[config.mk]
export PLATFORM = sky130hd
export DESIGN_NAME = list_transform_engine
export DESIGN_NICKNAME = d
export VERILOG_FILES = /design/src/lte_pkg.sv /design/src/list_transform_engine.sv
export SDC_FILE = /design/constraint.sdc
export NUM_CORES = 2
export LEC_CHECK = 0
export BUFFER_PORTS_ARGS = -buffer_cell sky130_fd_sc_hd__buf_2
export CAP_MARGIN = 5
export CORE_MARGIN = 4
export CORE_UTILIZATION = 53
export CTS_CLUSTER_DIAMETER = 50
export DETAILED_ROUTE_END_ITERATION = 8
export HOLD_SLACK_MARGIN = 0.03
export PLACE_DENSITY_LB_ADDON = 0.25
export SETUP_SLACK_MARGIN = 0.1
export SYNTH_ARGS = -nofsm -noshare
export SYNTH_HDL_FRONTEND = slang
export SYNTH_SLANG_ARGS = --single-unit
[constraint.sdc]
create_clock -name clk -period 8.2 [get_ports clk]
set_clock_uncertainty 0.1 [all_clocks]
set_input_delay 0.82 -clock clk [delete_from_list [all_inputs] [get_ports clk]]
set_output_delay 0.82 -clock clk [all_outputs]
set_load 0.05 [all_outputs]
[src/lte_pkg.sv]
`default_nettype none
// ----------------------------------------------------------------------------
// lte_pkg
// Shared types and constants for the list transform engine.
// ----------------------------------------------------------------------------
package lte_pkg;

    localparam int DEFAULT_LIST_DEPTH = 64;
    localparam int VALUE_W            = 32;
    localparam int OP_W               = 3;

    typedef enum logic [OP_W-1:0] {
        OP_DROP_FIRST  = 3'd0,
        OP_DROP_LAST   = 3'd1,
        OP_LAST_FRONT  = 3'd2,
        OP_FIRST_BACK  = 3'd3,
        OP_REVERSE     = 3'd4,
        OP_SORT        = 3'd5,
        OP_DEDUP       = 3'd6,
        OP_PASS        = 3'd7
    } op_t;

    typedef enum logic [3:0] {
        ST_LOAD,
        ST_SORT_FETCH,
        ST_SORT_TAKE,
        ST_SORT_RD,
        ST_SORT_CMP,
        ST_DD_FETCH,
        ST_DD_TAKE,
        ST_DD_RD,
        ST_DD_CMP,
        ST_EMIT_RD,
        ST_EMIT_OUT
    } state_t;

endpackage
`default_nettype wire

[src/list_transform_engine.sv]
`default_nettype none
// ----------------------------------------------------------------------------
// list_transform_engine
// Stores a list, applies the configured transform, streams the result.
// ----------------------------------------------------------------------------
// Elements are taken one per cycle into the list memory while the engine is
// loading; elements beyond LIST_DEPTH are dropped and every result of that
// list carries overflow. The transaction marked last closes the list and the
// operation in effect at that edge is applied; in_stall then stays high until
// the last result has been loaded into the output register. Sort (insertion)
// and dedup (keep first occurrence) run through one shared compare unit on
// the single read port of the memory: each element is fetched and taken,
// then each compare step reads a memory word and compares, and the element
// is placed or, as a duplicate, dropped. The drops, rotations and reverse
// cost nothing extra as they are address remaps at readout. Each result is
// read and loaded into the output register once the receiver does not
// stall; an empty result list still gives one result, result_present low.
module list_transform_engine #(
    parameter int LIST_DEPTH = lte_pkg::DEFAULT_LIST_DEPTH
) (
    input  wire logic                        clk,
    input  wire logic                        rst_n,
    input  wire logic                        cfg_valid,
    output logic                             cfg_ready,
    input  wire logic [lte_pkg::OP_W-1:0]    cfg_data,
    input  wire logic                        in_valid,
    output logic                             in_stall,
    input  wire logic signed [31:0]          element_value,
    input  wire logic                        has_element,
    input  wire logic                        last_element,
    output logic                             out_valid,
    input  wire logic                        out_stall,
    output logic signed [31:0]               result_value,
    output logic                             result_present,
    output logic                             result_last,
    output logic                             overflow
);
    import lte_pkg::*;

    localparam int AW = (LIST_DEPTH > 1) ? $clog2(LIST_DEPTH) : 1;
    localparam int CW = $clog2(LIST_DEPTH + 1);

    logic [VALUE_W-1:0] mem [LIST_DEPTH];

    state_t           state_reg, state_next;
    op_t              op_reg;
    op_t              run_op_reg, run_op_next; // operation of the list in flight
    logic [CW-1:0]    cnt_reg, cnt_next;
    logic             ovf_reg, ovf_next;
    logic [CW-1:0]    i_reg, i_next;     // outer index
    logic [CW-1:0]    j_reg, j_next;     // inner index
    logic [CW-1:0]    kept_reg, kept_next;
    logic [VALUE_W-1:0] t_reg, t_next;   // held element
    logic [VALUE_W-1:0] rd_reg;
    logic               oval_reg, oval_next;
    logic [VALUE_W-1:0] oval_data_reg, oval_data_next;
    logic               opres_reg, opres_next;
    logic               olast_reg, olast_next;
    logic               oovf_reg, oovf_next;

    // memory port controls
    logic             we;
    logic [AW-1:0]    waddr;
    logic [VALUE_W-1:0] wdata;
    logic [AW-1:0]    raddr;

    logic             in_acc;
    logic             list_close;
    logic             store_ok;
    logic [CW-1:0]    cnt_after;    // count once the current element is stored
    logic [CW-1:0]    n_out;        // result length
    logic [CW-1:0]    src_idx;      // readout address before truncation
    logic [CW-1:0]    i_inc;
    logic [CW-1:0]    i_adv;        // next outer index, wraps to 0 for readout
    logic [CW-1:0]    j_dec;
    logic             pass_done;
    logic             emit_last;
    logic             t_less;
    logic             t_equal;

    assign cfg_ready  = (state_reg == ST_LOAD) && !oval_reg;
    assign in_stall   = (state_reg != ST_LOAD);
    assign in_acc     = in_valid && !in_stall;
    assign list_close = in_acc && last_element;
    assign store_ok   = has_element && (cnt_reg < CW'(LIST_DEPTH));
    assign cnt_after  = store_ok ? cnt_reg + CW'(1) : cnt_reg;
    assign i_inc      = i_reg + CW'(1);
    assign pass_done  = (i_inc >= cnt_reg);
    assign i_adv      = pass_done ? '0 : i_inc;
    assign j_dec      = j_reg - CW'(1);
    assign emit_last  = (n_out == '0) || (i_inc >= n_out);

    // shared compare unit: held element against memory read data
    assign t_less  = $signed(t_reg) < $signed(rd_reg);
    assign t_equal = (t_reg == rd_reg);

    // result length by operation
    always_comb
    begin
        case (run_op_reg)
            OP_DROP_FIRST, OP_DROP_LAST: n_out = (cnt_reg <= CW'(1)) ? '0 : cnt_reg - CW'(1);
            OP_DEDUP:                    n_out = (cnt_reg <= CW'(1)) ? cnt_reg : kept_reg;
            default:                     n_out = cnt_reg;
        endcase
    end

    // readout address remap
    always_comb
    begin
        src_idx = i_reg;
        if (cnt_reg > CW'(1))
        begin
            case (run_op_reg)
                OP_DROP_FIRST: src_idx = i_reg + CW'(1);
                OP_LAST_FRONT: src_idx = (i_reg == '0) ? cnt_reg - CW'(1) : i_reg - CW'(1);
                OP_FIRST_BACK: src_idx = (i_reg == cnt_reg - CW'(1)) ? '0 : i_reg + CW'(1);
                OP_REVERSE:    src_idx = cnt_reg - CW'(1) - i_reg;
                default:       src_idx = i_reg;
            endcase
        end
    end

    // next state
    always_comb
    begin
        state_next = state_reg;
        case (state_reg)
            ST_LOAD:
                if (list_close)
                begin
                    if (op_reg == OP_SORT && cnt_after > CW'(1))
                        state_next = ST_SORT_FETCH;
                    else if (op_reg == OP_DEDUP && cnt_after > CW'(1))
                        state_next = ST_DD_FETCH;
                    else
                        state_next = ST_EMIT_RD;
                end
            ST_SORT_FETCH: state_next = ST_SORT_TAKE;
            ST_SORT_TAKE:  state_next = ST_SORT_RD;
            ST_SORT_RD:
                if (j_reg == '0)
                    state_next = pass_done ? ST_EMIT_RD : ST_SORT_FETCH;
                else
                    state_next = ST_SORT_CMP;
            ST_SORT_CMP:
                if (t_less)
                    state_next = ST_SORT_RD;
                else
                    state_next = pass_done ? ST_EMIT_RD : ST_SORT_FETCH;
            ST_DD_FETCH:   state_next = ST_DD_TAKE;
            ST_DD_TAKE:    state_next = ST_DD_RD;
            ST_DD_RD:
                if (j_reg >= kept_reg)
                    state_next = pass_done ? ST_EMIT_RD : ST_DD_FETCH;
                else
                    state_next = ST_DD_CMP;
            ST_DD_CMP:
                if (t_equal)
                    state_next = pass_done ? ST_EMIT_RD : ST_DD_FETCH;
                else
                    state_next = ST_DD_RD;
            ST_EMIT_RD:
                if (!oval_reg || !out_stall)
                    state_next = ST_EMIT_OUT;
            ST_EMIT_OUT:   state_next = emit_last ? ST_LOAD : ST_EMIT_RD;
            default:       state_next = ST_LOAD;
        endcase
    end

    // datapath and outputs
    always_comb
    begin
        cnt_next       = cnt_reg;
        ovf_next       = ovf_reg;
        run_op_next    = run_op_reg;
        i_next         = i_reg;
        j_next         = j_reg;
        kept_next      = kept_reg;
        t_next         = t_reg;
        we             = 1'b0;
        waddr          = '0;
        wdata          = t_reg;
        raddr          = '0;
        oval_next      = oval_reg && out_stall;
        oval_data_next = oval_data_reg;
        opres_next     = opres_reg;
        olast_next     = olast_reg;
        oovf_next      = oovf_reg;
        case (state_reg)
            ST_LOAD:
                if (in_acc)
                begin
                    if (store_ok)
                    begin
                        we    = 1'b1;
                        waddr = cnt_reg[AW-1:0];
                        wdata = element_value;
                    end
                    else if (has_element)
                        ovf_next = 1'b1;
                    cnt_next = cnt_after;
                    if (last_element)
                    begin
                        // sort and dedup start at element 1 with element 0 kept
                        run_op_next = op_reg;
                        kept_next   = CW'(1);
                        if ((op_reg == OP_SORT || op_reg == OP_DEDUP) && cnt_after > CW'(1))
                            i_next = CW'(1);
                        else
                            i_next = '0;
                    end
                end
            ST_SORT_FETCH, ST_DD_FETCH:
                raddr = i_reg[AW-1:0];
            ST_SORT_TAKE:
            begin
                t_next = rd_reg;
                j_next = i_reg;
            end
            ST_SORT_RD:
                if (j_reg == '0)
                begin
                    // reached the front: place the held element there
                    we     = 1'b1;
                    waddr  = '0;
                    i_next = i_adv;
                end
                else
                    raddr = j_dec[AW-1:0];
            ST_SORT_CMP:
                if (t_less)
                begin
                    // shift the larger element up one slot
                    we     = 1'b1;
                    waddr  = j_reg[AW-1:0];
                    wdata  = rd_reg;
                    j_next = j_dec;
                end
                else
                begin
                    we     = 1'b1;
                    waddr  = j_reg[AW-1:0];
                    i_next = i_adv;
                end
            ST_DD_TAKE:
            begin
                t_next = rd_reg;
                j_next = '0;
            end
            ST_DD_RD:
                if (j_reg >= kept_reg)
                begin
                    // no match in the kept prefix: append
                    we        = 1'b1;
                    waddr     = kept_reg[AW-1:0];
                    kept_next = kept_reg + CW'(1);
                    i_next    = i_adv;
                end
                else
                    raddr = j_reg[AW-1:0];
            ST_DD_CMP:
                if (t_equal)
                    i_next = i_adv;
                else
                    j_next = j_reg + CW'(1);
            ST_EMIT_RD:
                raddr = src_idx[AW-1:0];
            ST_EMIT_OUT:
            begin
                oval_next      = 1'b1;
                oval_data_next = (n_out == '0) ? '0 : rd_reg;
                opres_next     = (n_out != '0);
                olast_next     = emit_last;
                oovf_next      = ovf_reg;
                i_next         = i_inc;
                if (emit_last)
                begin
                    cnt_next = '0;
                    ovf_next = 1'b0;
                end
            end
            default: ;
        endcase
    end

    // memory
    always_ff @(posedge clk)
    begin
        if (we)
            mem[waddr] <= wdata;
        rd_reg <= mem[raddr];
    end

    // control registers
    always_ff @(posedge clk or negedge rst_n)
    begin
        if (!rst_n)
        begin
            state_reg <= ST_LOAD;
            op_reg    <= OP_DROP_FIRST;
            cnt_reg   <= '0;
            ovf_reg   <= 1'b0;
            oval_reg  <= 1'b0;
        end
        else
        begin
            state_reg <= state_next;
            cnt_reg   <= cnt_next;
            ovf_reg   <= ovf_next;
            oval_reg  <= oval_next;
            if (cfg_valid && cfg_ready)
                op_reg <= op_t'(cfg_data);
        end
    end

    // payload registers
    always_ff @(posedge clk)
    begin
        run_op_reg    <= run_op_next;
        i_reg         <= i_next;
        j_reg         <= j_next;
        kept_reg      <= kept_next;
        t_reg         <= t_next;
        oval_data_reg <= oval_data_next;
        opres_reg     <= opres_next;
        olast_reg     <= olast_next;
        oovf_reg      <= oovf_next;
    end

    assign out_valid      = oval_reg;
    assign result_value   = oval_data_reg;
    assign result_present = opres_reg;
    assign result_last    = olast_reg;
    assign overflow       = oovf_reg;

`ifndef NO_ASSERTIONS
    a_cnt_bound: assert property (@(posedge clk) disable iff (!rst_n)
        cnt_reg <= CW'(LIST_DEPTH))
        else $error("element count beyond depth");
    a_empty_is_last: assert property (@(posedge clk) disable iff (!rst_n)
        (out_valid && !result_present) |-> result_last)
        else $error("empty result not last");
    a_out_hold: assert property (@(posedge clk) disable iff (!rst_n)
        (out_valid && out_stall) |=> (out_valid && $stable(result_value)
                                      && $stable(result_last)))
        else $error("stalled result changed");
`endif

endmodule
`default_nettype wire

==> results.toml <==
[status]
status = "finished clean"

[sta]
worst_slack_ns = 1.53
finalSetupTns_ns = 0
fmax_mhz = 150
final-setup-viol-count = 0
slew_viol_final = 0
worst_pin_slew_ns = 1.38
maxSlewHeadroom = 0.0726
finalCriticalPeriod_ns = 6.67
rsz0062_at_grt = "no"
finalHoldViolCount = 0
fin_crit_sh = 0.814

[worst_setup_path]
crit_chain = "ha_1, nand4_1, o311ai_1, o21ai_0, a22oi_2, and2_4, buf_12, buf_12, nand2_1, a311oi_1, nor3_1, nor3_1, and4_1"
end_kind = "flip-flop"
cp_slowest_cell = "nor3_1"
path_buf_inv = 2
start_kind = "flip-flop"
max_stage_delay_ns = 1.06
critPathRequiredTime_ns = 8.88
crit_fanout = 60
arrival_ns = 7.35
crit_type = "reg2reg"
critPathTopFamily = "simple AND/OR/NAND/NOR gates"

[route]
detail-route-antenna-nets = 0
drt_first_pass_iters = 6
vias = 58600
drt_wl_total_mm = 261
via_per_inst = 6.40
wire_per_inst_um = 28.5
drcViolationCount = 0
drt_iter0_drc = 8514

[logic_synthesis]
synth_fp_nets = 6801
synth.avg_cell_area_sq_um = 13.3
yosysSeqAreaShare = 0.732
ys.warnings.count = 0
synth-async-reset-ratio = 0.00732
synth-edff-count = 2139
ys_ff_latch = 2187
synth_flop_cell = "edfxtp_1"
syn_area_sq_um = 89200
synth_cell_types = 84
syn_inst = 6692

[final_layout]
largest_reg_flops = 2048
final_cell_mix = "edfxtp_1, nand2_1, nand3_1"
mostFrequentLayoutCell = "edfxtp_1"
drive_gt1_frac = 0.110
nets = 6865
final_util = 0.598
top_register = "mem"
stdcell_count = 9153
areaGrowthSynthToFinish_pct = 12.1

[clock_network]
cts_tree = "done"
clk_latency_ns = 0.86
clock_sinks = 2187
cts_buffer_depth = 3
postCtsSetupBuffers = 0
cts-root-buf = "clkbuf_16"
numCtsBuffers = 217
htree_levels = 4
clk_pin_slew_worst_paths_ns = 0.06
ctsResizeCount = 0
ctsHoldBuffers = 1

[placed_design]
gp_congestion = 0.927
place_ws_ns = 1.67
io_buffers = 79
dp_hpwl_mm = 152
dp.cells = 8739

[grt]
grt_pass1_wl_mm = 381
gr-usage-all-layers = 0.296
grt_overflow = 0
grt_pass1_vias = 55600
grt_max_degree = 148
antenna_found_initial = 15

[floorplanning]
start_util = 0.533
num_rows = 150
die_area_sq_um = 175000
dieHeight_um = 418
io_pins = 80
die_x_um = 418
core-area_sq_um = 167000

[power]
leakage_nw = 33.8
total_power_w = 0.0423
pwr-share-comb = 0.418
internal_power_w = 0.0248
pwr_density_cell_nw_per_um2 = 423
ir_worst_vdd_mv = 0.371
clkPwrFrac = 0.232
sequentialPowerShare = 0.350
netSwitchingFraction = 0.415
switchingPower_w = 0.0176

[worst_hold_path]
hold_class = "in2reg"

[run]
drv_cap = 0
## cell families (layout without fill, tap and decap cells)
family                     count (synthesis)  in the layout  synth area share
AOI/OAI and AO/OA                        914            914            0.0767
xor gates and xnor gates                  29             29           0.00285
adders and majority gates                 67             67           0.00948
buffers and inverters                    523            776            0.0259
DFF                                     2187           2187             0.732
muxes                                    112            112            0.0126
other                                      0              4                 0
and+or+nand+nor                         2860           2860             0.141
## power by group through the flow
| stage | combinational (W) | sequential (W) | clock (W) |
|---|---|---|---|
| after global routing | 0.0189 | 0.0148 | 0.0104 |
| after floorplan | 0.0110 | 0.0148 | 0 |
| final | 0.0177 | 0.0148 | 0.00984 |
| after global placement | 0.0170 | 0.0150 | 0 |
| after CTS | 0.0173 | 0.0148 | 0.00992 |
| after detailed placement | 0.0172 | 0.0150 | 0 |
## area by class of cell
class                           count  area (sq um)
Timing Repair Buffer              296          2300
Tap cell                         2204          2760
Multi-Input combinational cell   3982         22300
Sequential cell                  2187         65300
Clock buffer                      274          5830
Antenna cell                        4          10.0
Inverter                           72           270
Fill cell                       12600         67200
Clock inverter                    134          1260
## per-layer routing
| layer | part of all wire | wire length [um] | up-vias | GRT usage |
|---|---|---|---|---|
| met5 | 0.00015 | 40 | - | 0 |
| met2 | 0.45 | 118000 | 3585 | 0.449 |
| met4 | 0.034 | 8790 | 6 | 0.0994 |
| li1 | - | - | 25300 | - |
| met1 | 0.39 | 101000 | 29100 | 0.420 |
| met3 | 0.13 | 33200 | 544 | 0.0769 |
## per-stage QoR
stage | instance area, sq um | hold slack [ns]
2_1_floorplan | 89200 | 0.308
3_3_place_gp | 92800 | 0.337
3_5_place_dp | 92900 | 0.350
4_1_cts | 100000 | 0.0327
5_1_grt | 100000 | 0.0902
6_report | 100000 | 0.0846
## worst register-to-register path, cell delays in order, from the launching register on
cell and delay, ns:
edfxtp_1 0.61, ha_1 0.41, nand4_1 0.11, o311ai_1 0.79, o21ai_0 0.22, a22oi_2 0.87
and2_4 0.71, buf_12 0.37, buf_12 0.39, nand2_1 0.13, a311oi_1 0.36, nor3_1 0.15
nor3_1 1.06, and4_1 0.33
## worst paths after layout
kind / to / slack [ns] / start / cells after the start
setup / recovery: rd_reg[27] / 1.53 / j_reg[5] / 13
hold / removal: out_valid / 0.08 / out_stall / 3
setup reg to reg: rd_reg[27] / 1.53 / j_reg[5] / 13
hold reg to reg: overflow / 0.36 / ovf_reg / 0
max in group asynchronous: cnt_reg[1] / 7.36 / rst_n / 2
min in group asynchronous: op_reg[0] / 0.33 / rst_n / 2
## Yosys cell counts, types with 38 or more instances
| cell type | n | area share |
|---|---|---|
| a211oi_1 | 114 | 0.0096 |
| a21oi_1 | 53 | 0.0030 |
| a221o_1 | 38 | 0.0043 |
| a311oi_1 | 127 | 0.012 |
| a31oi_1 | 202 | 0.014 |
| a32oi_1 | 101 | 0.0099 |
| and3_1 | 197 | 0.014 |
| buf_2 | 173 | 0.0097 |
| clkbuf_1 | 221 | 0.0093 |
| edfxtp_1 | 2139 | 0.72 |
| ha_1 | 66 | 0.0093 |
| inv_1 | 72 | 0.0030 |
| mux2i_1 | 108 | 0.012 |
| nand2_1 | 1721 | 0.072 |
| nand3_1 | 550 | 0.031 |
| nor2_1 | 156 | 0.0066 |
| nor3_1 | 101 | 0.0057 |
| o211ai_1 | 49 | 0.0041 |
| o21ai_0 | 46 | 0.0026 |
(Power assumes the default switching activity.)
